### src/hdl/tls_pkg.sv
// ----------------------------------------------------------------------------
// tls_pkg
// Shared types and constants for the timed launch sequencer: beat payloads,
// phase encoding, command codes, register indexes and reset values.
// ----------------------------------------------------------------------------
package tls_pkg;

	typedef enum logic [2:0] {
		PH_IDLE  = 3'd0,
		PH_RESET = 3'd1,
		PH_DOWN  = 3'd2,
		PH_CLOSE = 3'd3,
		PH_UP    = 3'd4,
		PH_OPEN  = 3'd5,
		PH_FIRE  = 3'd6,
		PH_DONE  = 3'd7
	} phase_t;

	// Trigger commands.
	localparam logic [1:0] TRIG_NONE  = 2'd0;
	localparam logic [1:0] TRIG_OPEN  = 2'd1;
	localparam logic [1:0] TRIG_CLOSE = 2'd2;

	// Slider move commands.
	localparam logic [1:0] MOVE_NONE = 2'd0;
	localparam logic [1:0] MOVE_DOWN = 2'd1;
	localparam logic [1:0] MOVE_UP   = 2'd2;

	// Slider status codes.
	localparam logic [1:0] SLIDER_IDLE = 2'd0;
	localparam logic [1:0] SLIDER_DOWN = 2'd1;
	localparam logic [1:0] SLIDER_UP   = 2'd2;

	// Remote switch positions.
	localparam logic [1:0] SW_START = 2'd1;
	localparam logic [1:0] SW_STOP  = 2'd3;

	// Configuration register indexes.
	localparam logic [1:0] REG_RESET_HOLD = 2'd0;
	localparam logic [1:0] REG_CLOSE_HOLD = 2'd1;
	localparam logic [1:0] REG_OPEN_HOLD  = 2'd2;
	localparam logic [1:0] REG_FIRE_PULSE = 2'd3;

	localparam int unsigned TICK_W = 16;
	localparam logic [TICK_W-1:0] TICK_MAX = '1;

	localparam logic [TICK_W-1:0] RESET_HOLD_DEFAULT = 16'd300;
	localparam logic [TICK_W-1:0] CLOSE_HOLD_DEFAULT = 16'd350;
	localparam logic [TICK_W-1:0] OPEN_HOLD_DEFAULT  = 16'd250;
	localparam logic [TICK_W-1:0] FIRE_PULSE_DEFAULT = 16'd120;

	typedef struct packed {
		logic       link_online;
		logic [1:0] switch_position;
		logic [1:0] slider_status;
	} tls_in_t;

	typedef struct packed {
		logic [2:0] phase;
		logic       gimbal_center;
		logic       gimbal_reset;
		logic       slider_rehome;
		logic [1:0] trigger_command;
		logic [1:0] slider_move;
		logic       motors_off;
	} tls_out_t;

	typedef struct packed {
		logic [TICK_W-1:0] reset_hold_ticks;
		logic [TICK_W-1:0] close_hold_ticks;
		logic [TICK_W-1:0] open_hold_ticks;
		logic [TICK_W-1:0] fire_pulse_ticks;
	} tls_cfg_t;

	typedef struct packed {
		phase_t            phase;
		logic [TICK_W-1:0] elapsed;
		logic [1:0]        last_switch;
	} tls_state_t;

endpackage

### src/hdl/tls_step.sv
// ----------------------------------------------------------------------------
// tls_step
// One control tick of the launch sequence: from the current state, the tick
// beat and the hold registers, works out the next state and the commands.
// ----------------------------------------------------------------------------
module tls_step
	import tls_pkg::*;
(
	input  tls_state_t cur,
	input  tls_in_t    tick,
	input  tls_cfg_t   cfg,
	output tls_state_t nxt,
	output tls_out_t   cmd
);

	always_comb begin
		phase_t            ph;
		logic [TICK_W-1:0] el;
		logic [1:0]        last_sw;
		tls_out_t          o;

		o = '0;
		ph = cur.phase;
		last_sw = cur.last_switch;
		// The counter saturates rather than wrapping.
		el = (cur.elapsed == TICK_MAX) ? cur.elapsed : cur.elapsed + 1'b1;

		if (!tick.link_online) begin
			ph = PH_IDLE;
			el = '0;
			o.slider_rehome = 1'b1;
			o.trigger_command = TRIG_OPEN;
			o.gimbal_reset = 1'b1;
			o.motors_off = 1'b1;
		end else begin
			if (tick.switch_position == SW_START && last_sw != SW_START) begin
				ph = PH_RESET;
				el = '0;
			end else if (tick.switch_position == SW_STOP && last_sw != SW_STOP) begin
				ph = PH_IDLE;
				el = '0;
				o.slider_rehome = 1'b1;
				o.trigger_command = TRIG_OPEN;
				o.gimbal_reset = 1'b1;
			end
			last_sw = tick.switch_position;

			// A phase entered above acts within the same tick.
			unique case (ph)
				PH_RESET: begin
					o.gimbal_center = 1'b1;
					o.slider_rehome = 1'b1;
					o.trigger_command = TRIG_OPEN;
					if (el >= cfg.reset_hold_ticks) begin
						ph = PH_DOWN;
						el = '0;
					end
				end
				PH_DOWN: begin
					if (tick.slider_status == SLIDER_IDLE) begin
						o.slider_move = MOVE_DOWN;
					end
					if (tick.slider_status == SLIDER_DOWN) begin
						ph = PH_CLOSE;
						el = '0;
					end
				end
				PH_CLOSE: begin
					o.trigger_command = TRIG_CLOSE;
					if (el >= cfg.close_hold_ticks) begin
						o.slider_rehome = 1'b1;
						ph = PH_UP;
						el = '0;
					end
				end
				PH_UP: begin
					if (tick.slider_status == SLIDER_IDLE) begin
						o.slider_move = MOVE_UP;
					end
					if (tick.slider_status == SLIDER_UP) begin
						ph = PH_OPEN;
						el = '0;
					end
				end
				PH_OPEN: begin
					o.trigger_command = TRIG_OPEN;
					if (el >= cfg.open_hold_ticks) begin
						ph = PH_FIRE;
						el = '0;
					end
				end
				PH_FIRE: begin
					if (el < cfg.fire_pulse_ticks) begin
						o.trigger_command = TRIG_CLOSE;
					end else begin
						o.trigger_command = TRIG_OPEN;
						ph = PH_DONE;
						el = '0;
					end
				end
				PH_IDLE, PH_DONE: begin
				end
				default: begin
				end
			endcase
		end

		o.phase = ph;
		nxt.phase = ph;
		nxt.elapsed = el;
		nxt.last_switch = last_sw;
		cmd = o;
	end

endmodule

### src/hdl/timed_launch_sequencer_core.sv
// ----------------------------------------------------------------------------
// timed_launch_sequencer_core
// Launch sequencer: one control tick per input beat, one command beat out.
// ----------------------------------------------------------------------------
//
//   Channel   Direction  Handshake              Payload
//   in        sink       in_valid / in_ready    in_data   (tls_in_t)
//   out       source     out_valid / out_ready  out_data  (tls_out_t)
//   cfg       sink       cfg_valid / cfg_ready  cfg_index, cfg_data
//
// An accepted tick beat is captured in the input register and, once the
// output register can take it, is evaluated against the sequencer state and
// written to the output register; one tick beat can be taken every cycle
// while out_ready holds. The output register is the only place that
// can stall; while it is full and not taken the input register holds its beat,
// and the input side is ready while the input register is empty or its beat
// moves on to the output register in that same cycle.
// Reset puts the sequence idle with a cleared tick counter, the last switch
// position at stop and the hold registers at their default values.
// Configuration writes are always taken and are registered.
// ----------------------------------------------------------------------------
module timed_launch_sequencer_core
	import tls_pkg::*;
(
	input  logic        clk,
	input  logic        arst_n,

	input  logic        in_valid,
	output logic        in_ready,
	input  tls_in_t     in_data,

	output logic        out_valid,
	input  logic        out_ready,
	output tls_out_t    out_data,

	input  logic        cfg_valid,
	output logic        cfg_ready,
	input  logic [1:0]  cfg_index,
	input  logic [15:0] cfg_data
);

	// Input register stage.
	logic    valid_s1;
	tls_in_t data_s1;

	// Output register stage.
	logic     valid_s2;
	tls_out_t data_s2;

	// Sequencer state and hold registers.
	tls_state_t state_q;
	tls_cfg_t   cfg_q;

	tls_state_t state_nxt;
	tls_out_t   cmd;
	logic       advance;

	// The tick in the input register moves on whenever the output register is
	// empty or is being emptied in this same cycle; the state is updated at
	// that moment, so the next tick always sees the state this one left.
	assign advance  = valid_s1 && (!valid_s2 || out_ready);
	assign in_ready = !valid_s1 || advance;

	assign cfg_ready = 1'b1;

	assign out_valid = valid_s2;
	assign out_data  = data_s2;

	tls_step u_step (
		.cur  (state_q),
		.tick (data_s1),
		.cfg  (cfg_q),
		.nxt  (state_nxt),
		.cmd  (cmd)
	);

	always_ff @(posedge clk or negedge arst_n) begin
		if (!arst_n) begin
			valid_s1 <= 1'b0;
		end else if (in_ready) begin
			valid_s1 <= in_valid;
		end
	end

	always_ff @(posedge clk) begin
		if (in_valid && in_ready) begin
			data_s1 <= in_data;
		end
	end

	always_ff @(posedge clk or negedge arst_n) begin
		if (!arst_n) begin
			valid_s2 <= 1'b0;
		end else if (advance) begin
			valid_s2 <= 1'b1;
		end else if (out_ready) begin
			valid_s2 <= 1'b0;
		end
	end

	always_ff @(posedge clk) begin
		if (advance) begin
			data_s2 <= cmd;
		end
	end

	always_ff @(posedge clk or negedge arst_n) begin
		if (!arst_n) begin
			state_q.phase       <= PH_IDLE;
			state_q.elapsed     <= '0;
			state_q.last_switch <= SW_STOP;
		end else if (advance) begin
			state_q <= state_nxt;
		end
	end

	// Hold registers, written by index; every index names a register.
	always_ff @(posedge clk or negedge arst_n) begin
		if (!arst_n) begin
			cfg_q.reset_hold_ticks <= RESET_HOLD_DEFAULT;
			cfg_q.close_hold_ticks <= CLOSE_HOLD_DEFAULT;
			cfg_q.open_hold_ticks  <= OPEN_HOLD_DEFAULT;
			cfg_q.fire_pulse_ticks <= FIRE_PULSE_DEFAULT;
		end else if (cfg_valid && cfg_ready) begin
			unique case (cfg_index)
				REG_RESET_HOLD: cfg_q.reset_hold_ticks <= cfg_data;
				REG_CLOSE_HOLD: cfg_q.close_hold_ticks <= cfg_data;
				REG_OPEN_HOLD:  cfg_q.open_hold_ticks  <= cfg_data;
				REG_FIRE_PULSE: cfg_q.fire_pulse_ticks <= cfg_data;
				default: begin
				end
			endcase
		end
	end

endmodule
### config.mk
export PLATFORM = sky130hd
export DESIGN_NAME = timed_launch_sequencer_core
export DESIGN_NICKNAME = d
export VERILOG_FILES = /design/src/hdl/tls_pkg.sv /design/src/hdl/tls_step.sv /design/src/hdl/timed_launch_sequencer_core.sv
export SDC_FILE = /design/constraint.sdc
export NUM_CORES = 1
export LEC_CHECK = 0
export ABC_AREA = 1
export ABC_CLOCK_PERIOD_IN_PS = 8400
export BUFFER_PORTS_ARGS = -buffer_cell sky130_fd_sc_hd__buf_2
export CAP_MARGIN = 20
export CORE_UTILIZATION = 58
export CTS_BUF_LIST = sky130_fd_sc_hd__clkbuf_8
export DETAILED_ROUTE_END_ITERATION = 7
export GPL_ROUTABILITY_DRIVEN = 0
export GPL_TIMING_DRIVEN = 0
export PLACE_DENSITY_LB_ADDON = 0.15
export SETUP_SLACK_MARGIN = 0.3
export SLEW_MARGIN = 20
export SYNTH_ARGS = -nofsm -noshare
export SYNTH_HDL_FRONTEND = slang
export SYNTH_HIERARCHICAL = 1
export SYNTH_SLANG_ARGS = --single-unit
### constraint.sdc
create_clock -name clk -period 8.4 [get_ports clk]
set_input_delay 0.84 -clock clk [delete_from_list [all_inputs] [get_ports clk]]
set_output_delay 0.84 -clock clk [all_outputs]
set_load 0.03 [all_outputs]
==> impl_metrics.yaml <==
setup_path:
  ff2ff_path_depth: 26
  startpoint: "state_q[2]"
  cp-start-kind: "register"
  crit_type: "reg2reg"
  crit_slowest_cell: "dfrtp_1"
  critPathMaxFanout: 10
  regToRegSetupSlack_ns: 3.80
  rr_endpoint: "state_q[7]"
  worst_setup_path_end_kind: "register"
  max_stage_delay_ns: 0.46
  arrival_ns: 4.88
  crit_path_frequent_cell: "nand3_1"
  cp.required_ns: 8.68
  r2r_start: "state_q[2]"
global_routing:
  overflow: 0
  track_usage: 0.2813
  grt_pass1_vias: 5960
  grt_pass1_wl_mm: 27.30
  grt_max_degree: 50
  antenna_found_initial: 0
placed_design:
  placed_area_sq_um: 7301
  place_hpwl_mm: 12.70
  portBuffers: 39
  dp.cells: 1062
die:
  dieWidth_microns: 111.1
  core_area_sq_um: 11520
  pin_count: 42
  core.rowCount: 39
  die_h_microns: 111.1
  start_util: 0.5995
  design.die.area_sq_um: 12340
timing:
  worst_pin_slew_ns: 0.8939
  slew_headroom: 0.3995
  fin_setup_tns_ns: 0
  finalCritPeriodShare: 0.5479
  fin_crit_ns: 4.603
  timing.fmax_mhz: 217.3
  slew_violations: 0
  hold_viol_final: 0
  setup_viol: 0
  rsz0062_at_grt: "false"
  timing.hold.ws_ns: 0.4694
  fin_skew_ns: 0.01518
routing:
  drtAntennaViolNets: 0
  num_vias: 5893
  routed_wl_mm: 16.19
  drt-pass1-iter-count: 8
  wl_per_cell_microns: 15.02
  viasPerCell: 5.467
  drc: 2
  drt-initial-drc-count: 381
clock_network:
  cts_hold_buf: 0
  clk_pin_slew_ns: 0.10
  cts_setup_buffers: 0
  clockBufferDepth: 2
  cts_tree: "yes"
  ctsRootBufferMaster: "clkbuf_8"
  cts-resized-gates: 0
  cts_made_buffers: 9
  htreeDepth: 3
  cts_sinks: 103
  insertion_delay_ns: 0.40
synth:
  synth_top_family_by_area: "simple AND/OR/NAND/NOR gates"
  ys_seq_elements: 103
  synth_top_area_cell: "dfrtp_1"
  yosysTopAreaCellShare: 0.2356
  synth_flop_cell: "dfrtp_1"
  syn_inst: 879
  synthesis.nets: 971
  synth_seq_area_share: 0.3889
  async_flop_share: 0.8447
  synth_xor_xnor_area_share: 0.006343
  ys_warn_count: 6
  muxShareOfSynthArea: 0
  synth-simple-area-share: 0.3012
  synth.top_cells.by_area: "dfrtp_1 (24%), nand2_1 (13%), ha_1 (12%)"
  synth_area_sq_um: 6904
  synthAdderAreaFrac: 0.1160
  synth_enable_flop_cells: 16
  synth_compound_area_frac: 0.07213
  syn_area_per_cell_sq_um: 7.855
  synth_cell_type_count: 44
pwr:
  p_seq_frac: 0.461
  ir_worst_vdd_uv: 134.6
  p_sw_frac: 0.3498
  power.switching_w: 0.0004813
  clkPwrFrac: 0.246
  p_per_area_nw_per_um2: 183.0
  combPwrFrac: 0.293
  internal-power_w: 0.0008948
  power.leakage_nw: 4.082
  p_total_w: 0.001376
hold_path:
  hold_depth: 2
  hold_path_end: "cfg_q[53]"
  hp-class: "reg2reg"
  min_from: "cfg_q[53]"
cells_and_area:
  instances_no_fill: 1078
  drive_above_1_share: 0.1850
  design_area_sq_um: 7517
  layout.nets: 1022
  num_antenna_cells: 0
  syn2layout_area_growth_pct: 8.880
status:
  status: "finished, violations left"
  violations: "DRC"
job:
  drv_cap: 0
-- routing by layer --
layer  vias up  share of wire  wire length [microns]  GRT usage
li1       2932              -                      -          -
met1      2764           0.43                   6951     0.3249
met2       156           0.49                   8011     0.4990
met3        41          0.046                    737    0.06725
met4         0          0.030                    493     0.1171
met5         -              0                      0          0
-- synth_stat cells (2+ instances only) --
library cell,n
a211oi_1,3
a21oi_1,42
buf_2,16
buf_4,6
buf_6,7
clkbuf_1,4
dfrtp_1,65
dfstp_2,22
edfxtp_1,16
ha_1,64
inv_1,131
inv_2,18
nand2_1,240
nand2_2,14
nand2_4,3
nand3_1,59
nand3_2,4
nand3_4,4
nand4_1,37
nor2_1,46
nor2_4,4
nor3_1,16
nor3_2,2
nor4_1,4
o211ai_1,4
o21ai_0,12
o21ai_1,7
o21ai_2,10
xnor2_1,3
xor2_1,2
-- metrics by stage --
stage               setup slack [ns]  utilization
floorplan                      4.881            -
global placement               4.092       0.6320
CTS                            3.892       0.6528
global route                   3.392       0.6528
detailed placement             3.922       0.6340
finish                         3.797       0.6528
-- cell usage in the layout, fill, tap and decap left out, types with 18 or more instances in the layout --
cell type	n
nand3_1	59
a21oi_1	42
nand2_1	240
dfstp_2	22
nor2_1	46
ha_1	64
buf_2	54
inv_1	132
nand4_1	37
dfrtp_1	65
inv_2	18
-- worst max-delay path by stage --
stage / to
finish: state_q[7]
floorplan: state_q[7]
global placement: state_q[12]
detailed placement: state_q[7]
CTS: state_q[7]
global route: state_q[7]
-- cells by family (layout without fill, tap and decap cells) --
family / count (synthesis) / count (layout)
and+or+nand+nor: 440 / 440
buffers and inverters: 183 / 239
DFF: 103 / 103
AOI/OAI and AO/OA: 83 / 83
adders and majority gates: 64 / 64
xor gates and xnor gates: 5 / 5
other: 1 / 1
-- worst max-delay path, delay by kind of cell (launching register included) --
family / cells / cell delay (ns)
and+or+nand+nor: 18 / 2.75
adders and majority gates: 2 / 0.63
DFF: 1 / 0.46
buffers and inverters: 4 / 0.44
AOI/OAI and AO/OA: 2 / 0.18
-- area by class of cell --
class	instances	area, sq um
buffer	34	234.0
clock buffer	12	165.2
clock inverter	4	51.30
fill	1005	3999
inverter	149	559.3
multi-input combinational	593	3426
sequential	103	2685
tap	143	178.9
timing repair buffer	40	217.7
-- state kept, by name (all words and copies together), names as in the netlist --
signal	count
state_q	21
out_valid	1
valid_s1	1
out_data	11
data_s1	5
cfg_q	64
-- power groups by stage --
stage | clock network [W] | logic, W | registers, W
finish | 0.000339 | 0.000403 | 0.000634
global route | 0.000363 | 0.000454 | 0.000643
CTS | 0.000347 | 0.000402 | 0.000634
detailed placement | 0 | 0.000400 | 0.000643
global placement | 0 | 0.000380 | 0.000641
floorplan | 0 | 0.000278 | 0.000651
(Power assumes the default switching activity.)
